==> src/rtl/core/humidity_temp_frame_convert_assert.svh <==
// Assertion macros for the humidity and temperature frame converter.
`ifndef HUMIDITY_TEMP_FRAME_CONVERT_ASSERT_SVH
`define HUMIDITY_TEMP_FRAME_CONVERT_ASSERT_SVH
`ifndef SYNTH
`define HTFC_ASSERT(lbl, clk, rst_n, prop) \
  lbl: assert property (@(posedge clk) disable iff (!rst_n) prop) \
    else $error("assertion failed");
`define HTFC_ASSERT_ALWAYS(lbl, clk, prop) \
  lbl: assert property (@(posedge clk) prop) \
    else $error("assertion failed");
`else
`define HTFC_ASSERT(lbl, clk, rst_n, prop)
`define HTFC_ASSERT_ALWAYS(lbl, clk, prop)
`endif
`endif

==> src/rtl/core/htfc_pkg.sv <==
// Package with types and constants of the humidity and temperature frame converter.
`default_nettype none
package htfc_pkg;

  localparam int unsigned CrcW = 8;

  localparam logic [7:0]  CrcPolyReset  = 8'h31;
  localparam logic [15:0] HumCodeReset  = 16'hFFFF;
  localparam logic [15:0] TempCodeReset = 16'h7FFF;

  localparam logic [15:0] StatusMask = 16'hFFFC;

  localparam int TempMul    = 17572;
  localparam int TempOffset = 4685 * 65536;
  localparam int HumMul     = 12500;
  localparam int HumOffset  = 6 * 65536;
  localparam int RoundHalf  = 32768;
  localparam int HumSub     = 750;
  localparam int HumLimit   = 10000;
  localparam int HumCap     = 9999;

  typedef enum logic [1:0] {
    CFG_CRC_POLY  = 2'd0,
    CFG_HUM_CODE  = 2'd1,
    CFG_TEMP_CODE = 2'd2
  } cfg_idx_e;

  typedef struct packed {
    logic [15:0] hum_code;
    logic [15:0] temp_code;
  } cfg_t;

  typedef struct packed {
    logic        crc_error;
    logic        overload;
    logic [16:0] scaled_value;
  } res_t;

endpackage
`default_nettype wire

==> src/rtl/core/htfc_crc8_byte.sv <==
// One byte of an MSB-first CRC-8 with a configurable polynomial.
`default_nettype none
module htfc_crc8_byte (
  input  wire logic [htfc_pkg::CrcW-1:0] crc_i,
  input  wire logic [7:0]                data_i,
  input  wire logic [htfc_pkg::CrcW-1:0] poly_i,
  output logic      [htfc_pkg::CrcW-1:0] crc_o
);

  always_comb begin
    logic [htfc_pkg::CrcW-1:0] c;
    c = crc_i ^ data_i;
    for (int k = 0; k < 8; k++) begin
      if (c[htfc_pkg::CrcW-1]) begin
        c = {c[htfc_pkg::CrcW-2:0], 1'b0} ^ poly_i;
      end else begin
        c = {c[htfc_pkg::CrcW-2:0], 1'b0};
      end
    end
    crc_o = c;
  end

endmodule
`default_nettype wire

==> src/rtl/core/htfc_scale.sv <==
// Conversion of a checked raw word to hundredths of a degree or of a percent.
`default_nettype none
module htfc_scale (
  input  wire logic          kind_i,
  input  wire logic [15:0]   word_i,
  input  wire logic          bad_i,
  input  wire htfc_pkg::cfg_t cfg_i,
  output htfc_pkg::res_t     res_o
);

  logic [15:0]        masked;
  logic               over;
  logic [30:0]        t_prod;
  logic signed [32:0] t_x;
  logic signed [32:0] t_r;
  logic [29:0]        h_prod;
  logic signed [31:0] h_x;
  logic signed [31:0] h_r;
  logic [15:0]        h_rnd;
  logic [13:0]        h0;
  logic [13:0]        h1;
  logic [13:0]        h2;
  logic [16:0]        value;

  assign masked = word_i & htfc_pkg::StatusMask;
  assign over   = bad_i || (masked == 16'd0);

  assign t_prod = 31'(masked) * 31'(htfc_pkg::TempMul);
  assign t_x    = $signed({2'b00, t_prod}) - $signed(33'(htfc_pkg::TempOffset));
  assign t_r    = t_x + (t_x[32] ? $signed(33'(htfc_pkg::RoundHalf - 1))
                                 : $signed(33'(htfc_pkg::RoundHalf)));

  assign h_prod = 30'(masked) * 30'(htfc_pkg::HumMul);
  assign h_x    = $signed({2'b00, h_prod}) - $signed(32'(htfc_pkg::HumOffset));
  assign h_r    = h_x + (h_x[31] ? $signed(32'(htfc_pkg::RoundHalf - 1))
                                 : $signed(32'(htfc_pkg::RoundHalf)));
  assign h_rnd  = h_r[31:16];

  always_comb begin
    h0 = h_rnd[15] ? 14'd0 : h_rnd[13:0];
    h1 = (h0 >= 14'(htfc_pkg::HumSub)) ? h0 - 14'(htfc_pkg::HumSub) : h0;
    h2 = (h1 >= 14'(htfc_pkg::HumLimit)) ? 14'(htfc_pkg::HumCap) : h1;
    if (over) begin
      value = kind_i ? {cfg_i.temp_code[15], cfg_i.temp_code} : {1'b0, cfg_i.hum_code};
    end else if (kind_i) begin
      value = t_r[32:16];
    end else begin
      value = {3'b000, h2};
    end
  end

  assign res_o.crc_error    = bad_i;
  assign res_o.overload     = over;
  assign res_o.scaled_value = value;

endmodule
`default_nettype wire

==> src/rtl/core/humidity_temp_frame_convert.sv <==
// An accepted item passes the input register and then the result register.
// Throughput: one item per cycle unless the output stalls; the input register
// and the result register form a two-stage pipe, with the high-byte CRC ahead
// of the input register and the low-byte CRC, scaling and rounding between the two.
// Reset clears both valid flags and loads the configuration reset values.
`default_nettype none
module humidity_temp_frame_convert (
  input  wire logic        clk_i,
  input  wire logic        rst_ni,
  input  wire logic        s_axis_tvalid_i,
  output logic             s_axis_tready_o,
  input  wire logic [23:0] s_axis_tdata_i,  // raw_word[15:0], check_byte[23:16]
  input  wire logic        s_axis_tuser_i,  // req_type[0]
  output logic             m_axis_tvalid_o,
  input  wire logic        m_axis_tready_i,
  output logic      [23:0] m_axis_tdata_o,  // scaled_value[16:0], zero[23:17]
  output logic      [1:0]  m_axis_tuser_o,  // crc_error[0], overload[1]
  input  wire logic        cfg_we_i,
  input  wire logic [1:0]  cfg_addr_i,
  input  wire logic [15:0] cfg_wdata_i
);

  logic [7:0]      poly_q;
  htfc_pkg::cfg_t  cfg_q;
  logic            in_valid_q;
  logic            in_kind_q;
  logic [15:0]     in_word_q;
  logic [7:0]      in_check_q;
  logic [7:0]      in_crc_hi_q;
  logic            out_valid_q;
  htfc_pkg::res_t  out_res_q;
  htfc_pkg::res_t  res_d;
  logic [7:0]      crc_hi_d;
  logic [7:0]      crc_lo;
  logic            out_adv;
  logic            s_fire;

  always_ff @(posedge clk_i or negedge rst_ni) begin
    if (!rst_ni) begin
      poly_q          <= htfc_pkg::CrcPolyReset;
      cfg_q.hum_code  <= htfc_pkg::HumCodeReset;
      cfg_q.temp_code <= htfc_pkg::TempCodeReset;
    end else if (cfg_we_i) begin
      unique case (cfg_addr_i)
        htfc_pkg::CFG_CRC_POLY:  poly_q          <= cfg_wdata_i[7:0];
        htfc_pkg::CFG_HUM_CODE:  cfg_q.hum_code  <= cfg_wdata_i;
        htfc_pkg::CFG_TEMP_CODE: cfg_q.temp_code <= cfg_wdata_i;
        default: ;
      endcase
    end
  end

  assign out_adv         = !out_valid_q || m_axis_tready_i;
  assign s_axis_tready_o = !in_valid_q || out_adv;
  assign s_fire          = s_axis_tvalid_i && s_axis_tready_o;

  htfc_crc8_byte u_crc_hi (
    .crc_i  (8'h00),
    .data_i (s_axis_tdata_i[15:8]),
    .poly_i (poly_q),
    .crc_o  (crc_hi_d)
  );

  always_ff @(posedge clk_i or negedge rst_ni) begin
    if (!rst_ni) begin
      in_valid_q <= 1'b0;
    end else if (s_axis_tready_o) begin
      in_valid_q <= s_axis_tvalid_i;
    end
  end

  always_ff @(posedge clk_i) begin
    if (s_fire) begin
      in_kind_q   <= s_axis_tuser_i;
      in_word_q   <= s_axis_tdata_i[15:0];
      in_check_q  <= s_axis_tdata_i[23:16];
      in_crc_hi_q <= crc_hi_d;
    end
  end

  htfc_crc8_byte u_crc_lo (
    .crc_i  (in_crc_hi_q),
    .data_i (in_word_q[7:0]),
    .poly_i (poly_q),
    .crc_o  (crc_lo)
  );

  htfc_scale u_scale (
    .kind_i (in_kind_q),
    .word_i (in_word_q),
    .bad_i  (crc_lo != in_check_q),
    .cfg_i  (cfg_q),
    .res_o  (res_d)
  );

  always_ff @(posedge clk_i or negedge rst_ni) begin
    if (!rst_ni) begin
      out_valid_q <= 1'b0;
    end else if (out_adv) begin
      out_valid_q <= in_valid_q;
    end
  end

  always_ff @(posedge clk_i) begin
    if (out_adv && in_valid_q) begin
      out_res_q <= res_d;
    end
  end

  assign m_axis_tvalid_o = out_valid_q;
  assign m_axis_tdata_o  = {7'b0000000, out_res_q.scaled_value};
  assign m_axis_tuser_o  = {out_res_q.overload, out_res_q.crc_error};

`include "humidity_temp_frame_convert_assert.svh"

  `HTFC_ASSERT_ALWAYS(a_reset_empty, clk_i, !rst_ni |-> !out_valid_q && !in_valid_q)
  `HTFC_ASSERT(a_accept_fills, clk_i, rst_ni, s_fire |=> in_valid_q)
  `HTFC_ASSERT(a_full_stall, clk_i, rst_ni,
    (in_valid_q && out_valid_q && !m_axis_tready_i) |-> !s_axis_tready_o)
  `HTFC_ASSERT(a_crc_overload, clk_i, rst_ni,
    out_valid_q |-> (!out_res_q.crc_error || out_res_q.overload))
  `HTFC_ASSERT(a_value_range, clk_i, rst_ni,
    (out_valid_q && !out_res_q.overload) |->
      ($signed(out_res_q.scaled_value) <= 17'sd12886 &&
       $signed(out_res_q.scaled_value) >= -17'sd4685))

endmodule
`default_nettype wire

==> config.mk <==
export PLATFORM = sky130hd
export DESIGN_NAME = humidity_temp_frame_convert
export DESIGN_NICKNAME = d
export VERILOG_FILES = /design/src/rtl/core/htfc_pkg.sv /design/src/rtl/core/htfc_crc8_byte.sv /design/src/rtl/core/htfc_scale.sv /design/src/rtl/core/humidity_temp_frame_convert.sv
export VERILOG_INCLUDE_DIRS = /design/src /design/src/rtl/core
export SDC_FILE = /design/constraint.sdc
export NUM_CORES = 1
export LEC_CHECK = 0
export ABC_CLOCK_PERIOD_IN_PS = 25100
export CAP_MARGIN = 25
export CORE_UTILIZATION = 30
export DETAILED_ROUTE_END_ITERATION = 10
export DONT_BUFFER_PORTS = 1
export MAX_ROUTING_LAYER = met4
export PLACE_DENSITY = 0.53
export SLEW_MARGIN = 15
export SYNTH_ARGS = -nofsm -noshare
export SYNTH_HDL_FRONTEND = slang
export SYNTH_SLANG_ARGS = --single-unit
==> constraint.sdc <==
create_clock -name clk_i -period 25.1 [get_ports clk_i]
set_clock_uncertainty 0.2 [all_clocks]
set_input_delay 2.51 -clock clk_i [delete_from_list [all_inputs] [get_ports clk_i]]
set_output_delay 2.51 -clock clk_i [all_outputs]
set_load 0.005 [all_outputs]
==> results.md <==
- The wire-length estimate of the detail-placed layout is 32.7 mm.
- Of the cells placed in the final design, the portion with a size suffix greater than 1 is 0.0892.
- Counting flops with a built-in enable in the synthesized netlist gives 52.
- The critical path capture point type is a flip-flop.
- The final period demand of the worst path is 11.91 ns.
- The number of antenna cells inserted is 0.
- The global-route wire length before repair is 66.6 mm.
- The total global routing overflow is 0.
- In the final layout, flip-flops and latches occupy 2660 µm².
- The async set-reset flop share out of synthesis is 0.447.
- At the pin with the least slew margin, the transition time is 0.956 ns.
- In this run the critical register-to-register path is captured at m_axis_tdata_o[7]$_DFFE_PP_.
- The setup TNS after final layout is 0 ns.
- The top cell types in the final layout, fill and taps aside, are sky130_fd_sc_hd__ha_1 (211), sky130_fd_sc_hd__inv_1 (188), sky130_fd_sc_hd__nand2_1 (168), sky130_fd_sc_hd__xnor2_1 (128), sky130_fd_sc_hd__a21oi_1 (81).
- Max-cap violations in this run came to 0.
- After global routing, the most crowded layer is met2.
- The worst setup path startpoint is in_word_q[7]$_DFFE_PP_.
- By startpoint and endpoint, the worst setup path is classified as reg -> reg.
- The launch instance of the worst min-delay path is in_valid_q$_DFFE_PN0N_.
- The standard-cell row count is 81.
- The number of nets in the final layout is 2015.
- The die covers 50900 µm².
- The final routed DRC violation total is 0.
- The top-level port count is 76.
- The relative slew slack is 0.357.
- In the synthesized netlist the dominant register cell turns out to be sky130_fd_sc_hd__edfxtp_1.
- The via count of the first global-routing pass was around 13000.
- Buffers added to address setup during post-CTS repair amount to 0.
- The total count of hold-check failures in the final report is 0.
- Clock tree synthesis inserted a total of 9 buffers.
- Counting flops and latches in the post-synthesis netlist gives 94.
- The number of logic stages on the critical path including buffering is 35.
- The clock reaches the later pin of the worst-skew pair after roughly 0.37 ns.
- The count of final setup violators is 0.
- The number of buffer and inverter instances along the worst setup path is 7.
- The run finished with clean final reports.
- The average instance area after synthesis is 8.65 µm².
- The fill cell total of the finished layout is 5148.
- Buffers inserted to repair hold after CTS numbered 0.
- The max-slew violation total from the final report is 0.
- After synthesis, the cell types taking the most area are sky130_fd_sc_hd__ha_1 (18%), sky130_fd_sc_hd__edfxtp_1 (10%), sky130_fd_sc_hd__fa_1 (7.6%), sky130_fd_sc_hd__xnor2_1 (7.5%), sky130_fd_sc_hd__dfstp_2 (6.0%).
- The first detailed-routing pass ran for 5 iterations.
- The H-tree generated during clock tree synthesis spans 3 levels.
- In the finished design, the share of the clock period the worst path needs comes to 0.475.
- The routed layout has around 12000 vias.
- In the global route stage, met1 resource usage came out at 0.207.
- The TritonCTS clock tree is yes.
- The register clock-pin slew on the reported worst setup and hold paths is 0.08 ns.
- In this run the cell area of the synthesized design comes to 15000 µm².
- Wires add up to ~41 mm.
- The class of the tightest hold or removal check is reg -> reg.
- The fraction of synthesized cell area taken by the top area cell type is 0.176.
- The congestion estimate from routability-driven global placement came to 0.888.
- The initial utilization of the core area, before any placement, comes to 0.305.
- The synthesized netlist contains 100 unique library cells.
- The overall global routing resource usage is 0.169.
- The wire length per cell is 17.2 µm.
- Of all nets on the critical path, the largest fanout is 11.
- The initial antenna violation count is 0.
- STA classifies the critical path startpoint as a flip-flop.
- The detailed router's first-iteration violation count is 691.
- Input and output buffers added on the ports amount to 0.
- The die width is ~230 µm.
- Entering global routing, the biggest net connects 43 pins.
- In the routed layout, each cell is associated on average with a via count of 5.27.
- Setup repair after global routing left no endpoint under its margin.
- The area used by multi-input combinational logic is roughly 11000 µm².
- The cell count after synthesis came out at 1733.
- The fmax is 0.0839 GHz.
- The leading cell type in the layout, fill and taps excluded is sky130_fd_sc_hd__ha_1.
- The core region is about 50000 µm².
- In this run the remaining antenna-violating nets after routing total 0.
- The data arrival at the endpoint of the critical path is between 10 and 15 ns.
- The gate family responsible for the most delay along the worst path is compound AO/OA/AOI/OAI gates.
- In this run the deepest clock path goes through 2 buffers.
- The cell seen most often among critical-path stages is sky130_fd_sc_hd__inv_1.
- The clock tree root buffer cell is sky130_fd_sc_hd__clkbuf_16.
- The fraction of the yosys area taken by sequential cells is 0.177.
- The stage delay of the slowest cell on the critical path is about 0.81 ns.
- The Yosys step of the flow raised 0 warnings.
- The startpoint identified for the worst register-to-register timing path is in_word_q[7]$_DFFE_PP_.
- The reg2reg setup slack is 13.19 ns.
- The height of the die is 226 µm.
- At the worst endpoint, the required time is between 20 and 30 ns.
- The tree built by TritonCTS fans out to 94 sinks.
- The met2 global-route usage is 0.296.
- The biggest area contributor in the post-synthesis netlist is sky130_fd_sc_hd__ha_1.
- The count of cells along the worst register-to-register path is 35.
- The slowest stage of the critical path belongs to the cell sky130_fd_sc_hd__a311oi_1.
- The layout overhead on the synthesized area is 6.28%.
- For this run, global-route usage on met3 was measured as 0.0197.
- The critical path capture point is m_axis_tdata_o[7]$_DFFE_PP_.
- Post-CTS repair changed the size of 0 cells.
sequential cells by signal (all words and copies together) (netlist names):
signal           flops
in_kind_q            1
poly_q               8
m_axis_tdata_o      17
m_axis_tvalid_o      1
in_word_q           16
in_valid_q           1
cfg_q               32
in_crc_hi_q          8
in_check_q           8
m_axis_tuser_o       2
worst min-delay path by stage:
stage | to | slack (ns) | depth (start not counted)
finish | m_axis_tvalid_o$_DFFE_PN0P_ | 0.30 | 1
CTS | m_axis_tvalid_o$_DFFE_PN0P_ | 0.30 | 1
global placement | m_axis_tvalid_o$_DFFE_PN0P_ | 0.26 | 1
detailed placement | m_axis_tvalid_o$_DFFE_PN0P_ | 0.28 | 1
floorplan | m_axis_tvalid_o$_DFFE_PN0P_ | 0.25 | 1
global route | m_axis_tvalid_o$_DFFE_PN0P_ | 0.33 | 1
metrics by stage:
step	util	area, µm²	hold WS, ns	setup slack [ns]	std cells
after global placement	0.318	15600	0.261	13.60	2352
after detailed placement	0.318	15600	0.279	13.35	2352
after global routing	0.324	15900	0.327	12.29	2368
final	0.324	15900	0.295	13.19	2368
after CTS	0.324	15900	0.298	13.30	2368
after floorplan	-	15000	0.249	15.01	1739
worst reg2reg max path, delay by kind of cell, from the launching register on:
family	cells	cell delay, ns
muxes	1	0.46
and+or+nand+nor	7	1.41
AOI/OAI and AO/OA	12	4.81
adders and majority gates	8	3.35
DFF	1	0.80
buffers and inverters	7	0.64
logic make-up (layout without fill, tap and decap cells):
| group | count (synthesis) | count (layout) | share of synthesized area |
|---|---|---|---|
| compound gates | 370 | 370 | 0.175 |
| xor+xnor | 187 | 187 | 0.113 |
| fa+ha+maj | 268 | 268 | 0.252 |
| buf+inv | 249 | 214 | 0.0660 |
| flops | 94 | 94 | 0.177 |
| mux | 61 | 61 | 0.0459 |
| other cells | 1 | 7 | 0.000250 |
| simple gates | 503 | 503 | 0.171 |
area by class of cell:
cell class | instances | share of cell area
Tap cell | 664 | 0.0522
Clock inverter | 7 | 0.00456
Sequential cell | 94 | 0.167
Multi-Input combinational cell | 1396 | 0.714
Clock buffer | 9 | 0.0141
Inverter | 189 | 0.0445
Timing Repair Buffer | 9 | 0.00424
per-layer routing:
metal | share of wire | up-vias | routed length, µm
met4 | 0.015 | 0 | 625
met3 | 0.034 | 41 | 1390
met1 | 0.45 | 6083 | 18500
li1 | - | 6104 | -
met5 | 0 | - | 0
met2 | 0.50 | 250 | 20300
synthesized netlist by cell type, drive strengths merged (35+ instances only):
cell type and n:
nand2 168, a21oi 83, edfxtp 52, o21ai 64, xor2 58, xnor2 129
inv 188, mux2 39, clkbuf 37, nor2 71, fa 57, nor3 35
nand3 58, ha 211
Power is left out: the tool's default activity adds up to more than one toggle a clock period on the data nets, which glitch-free logic cannot reach.
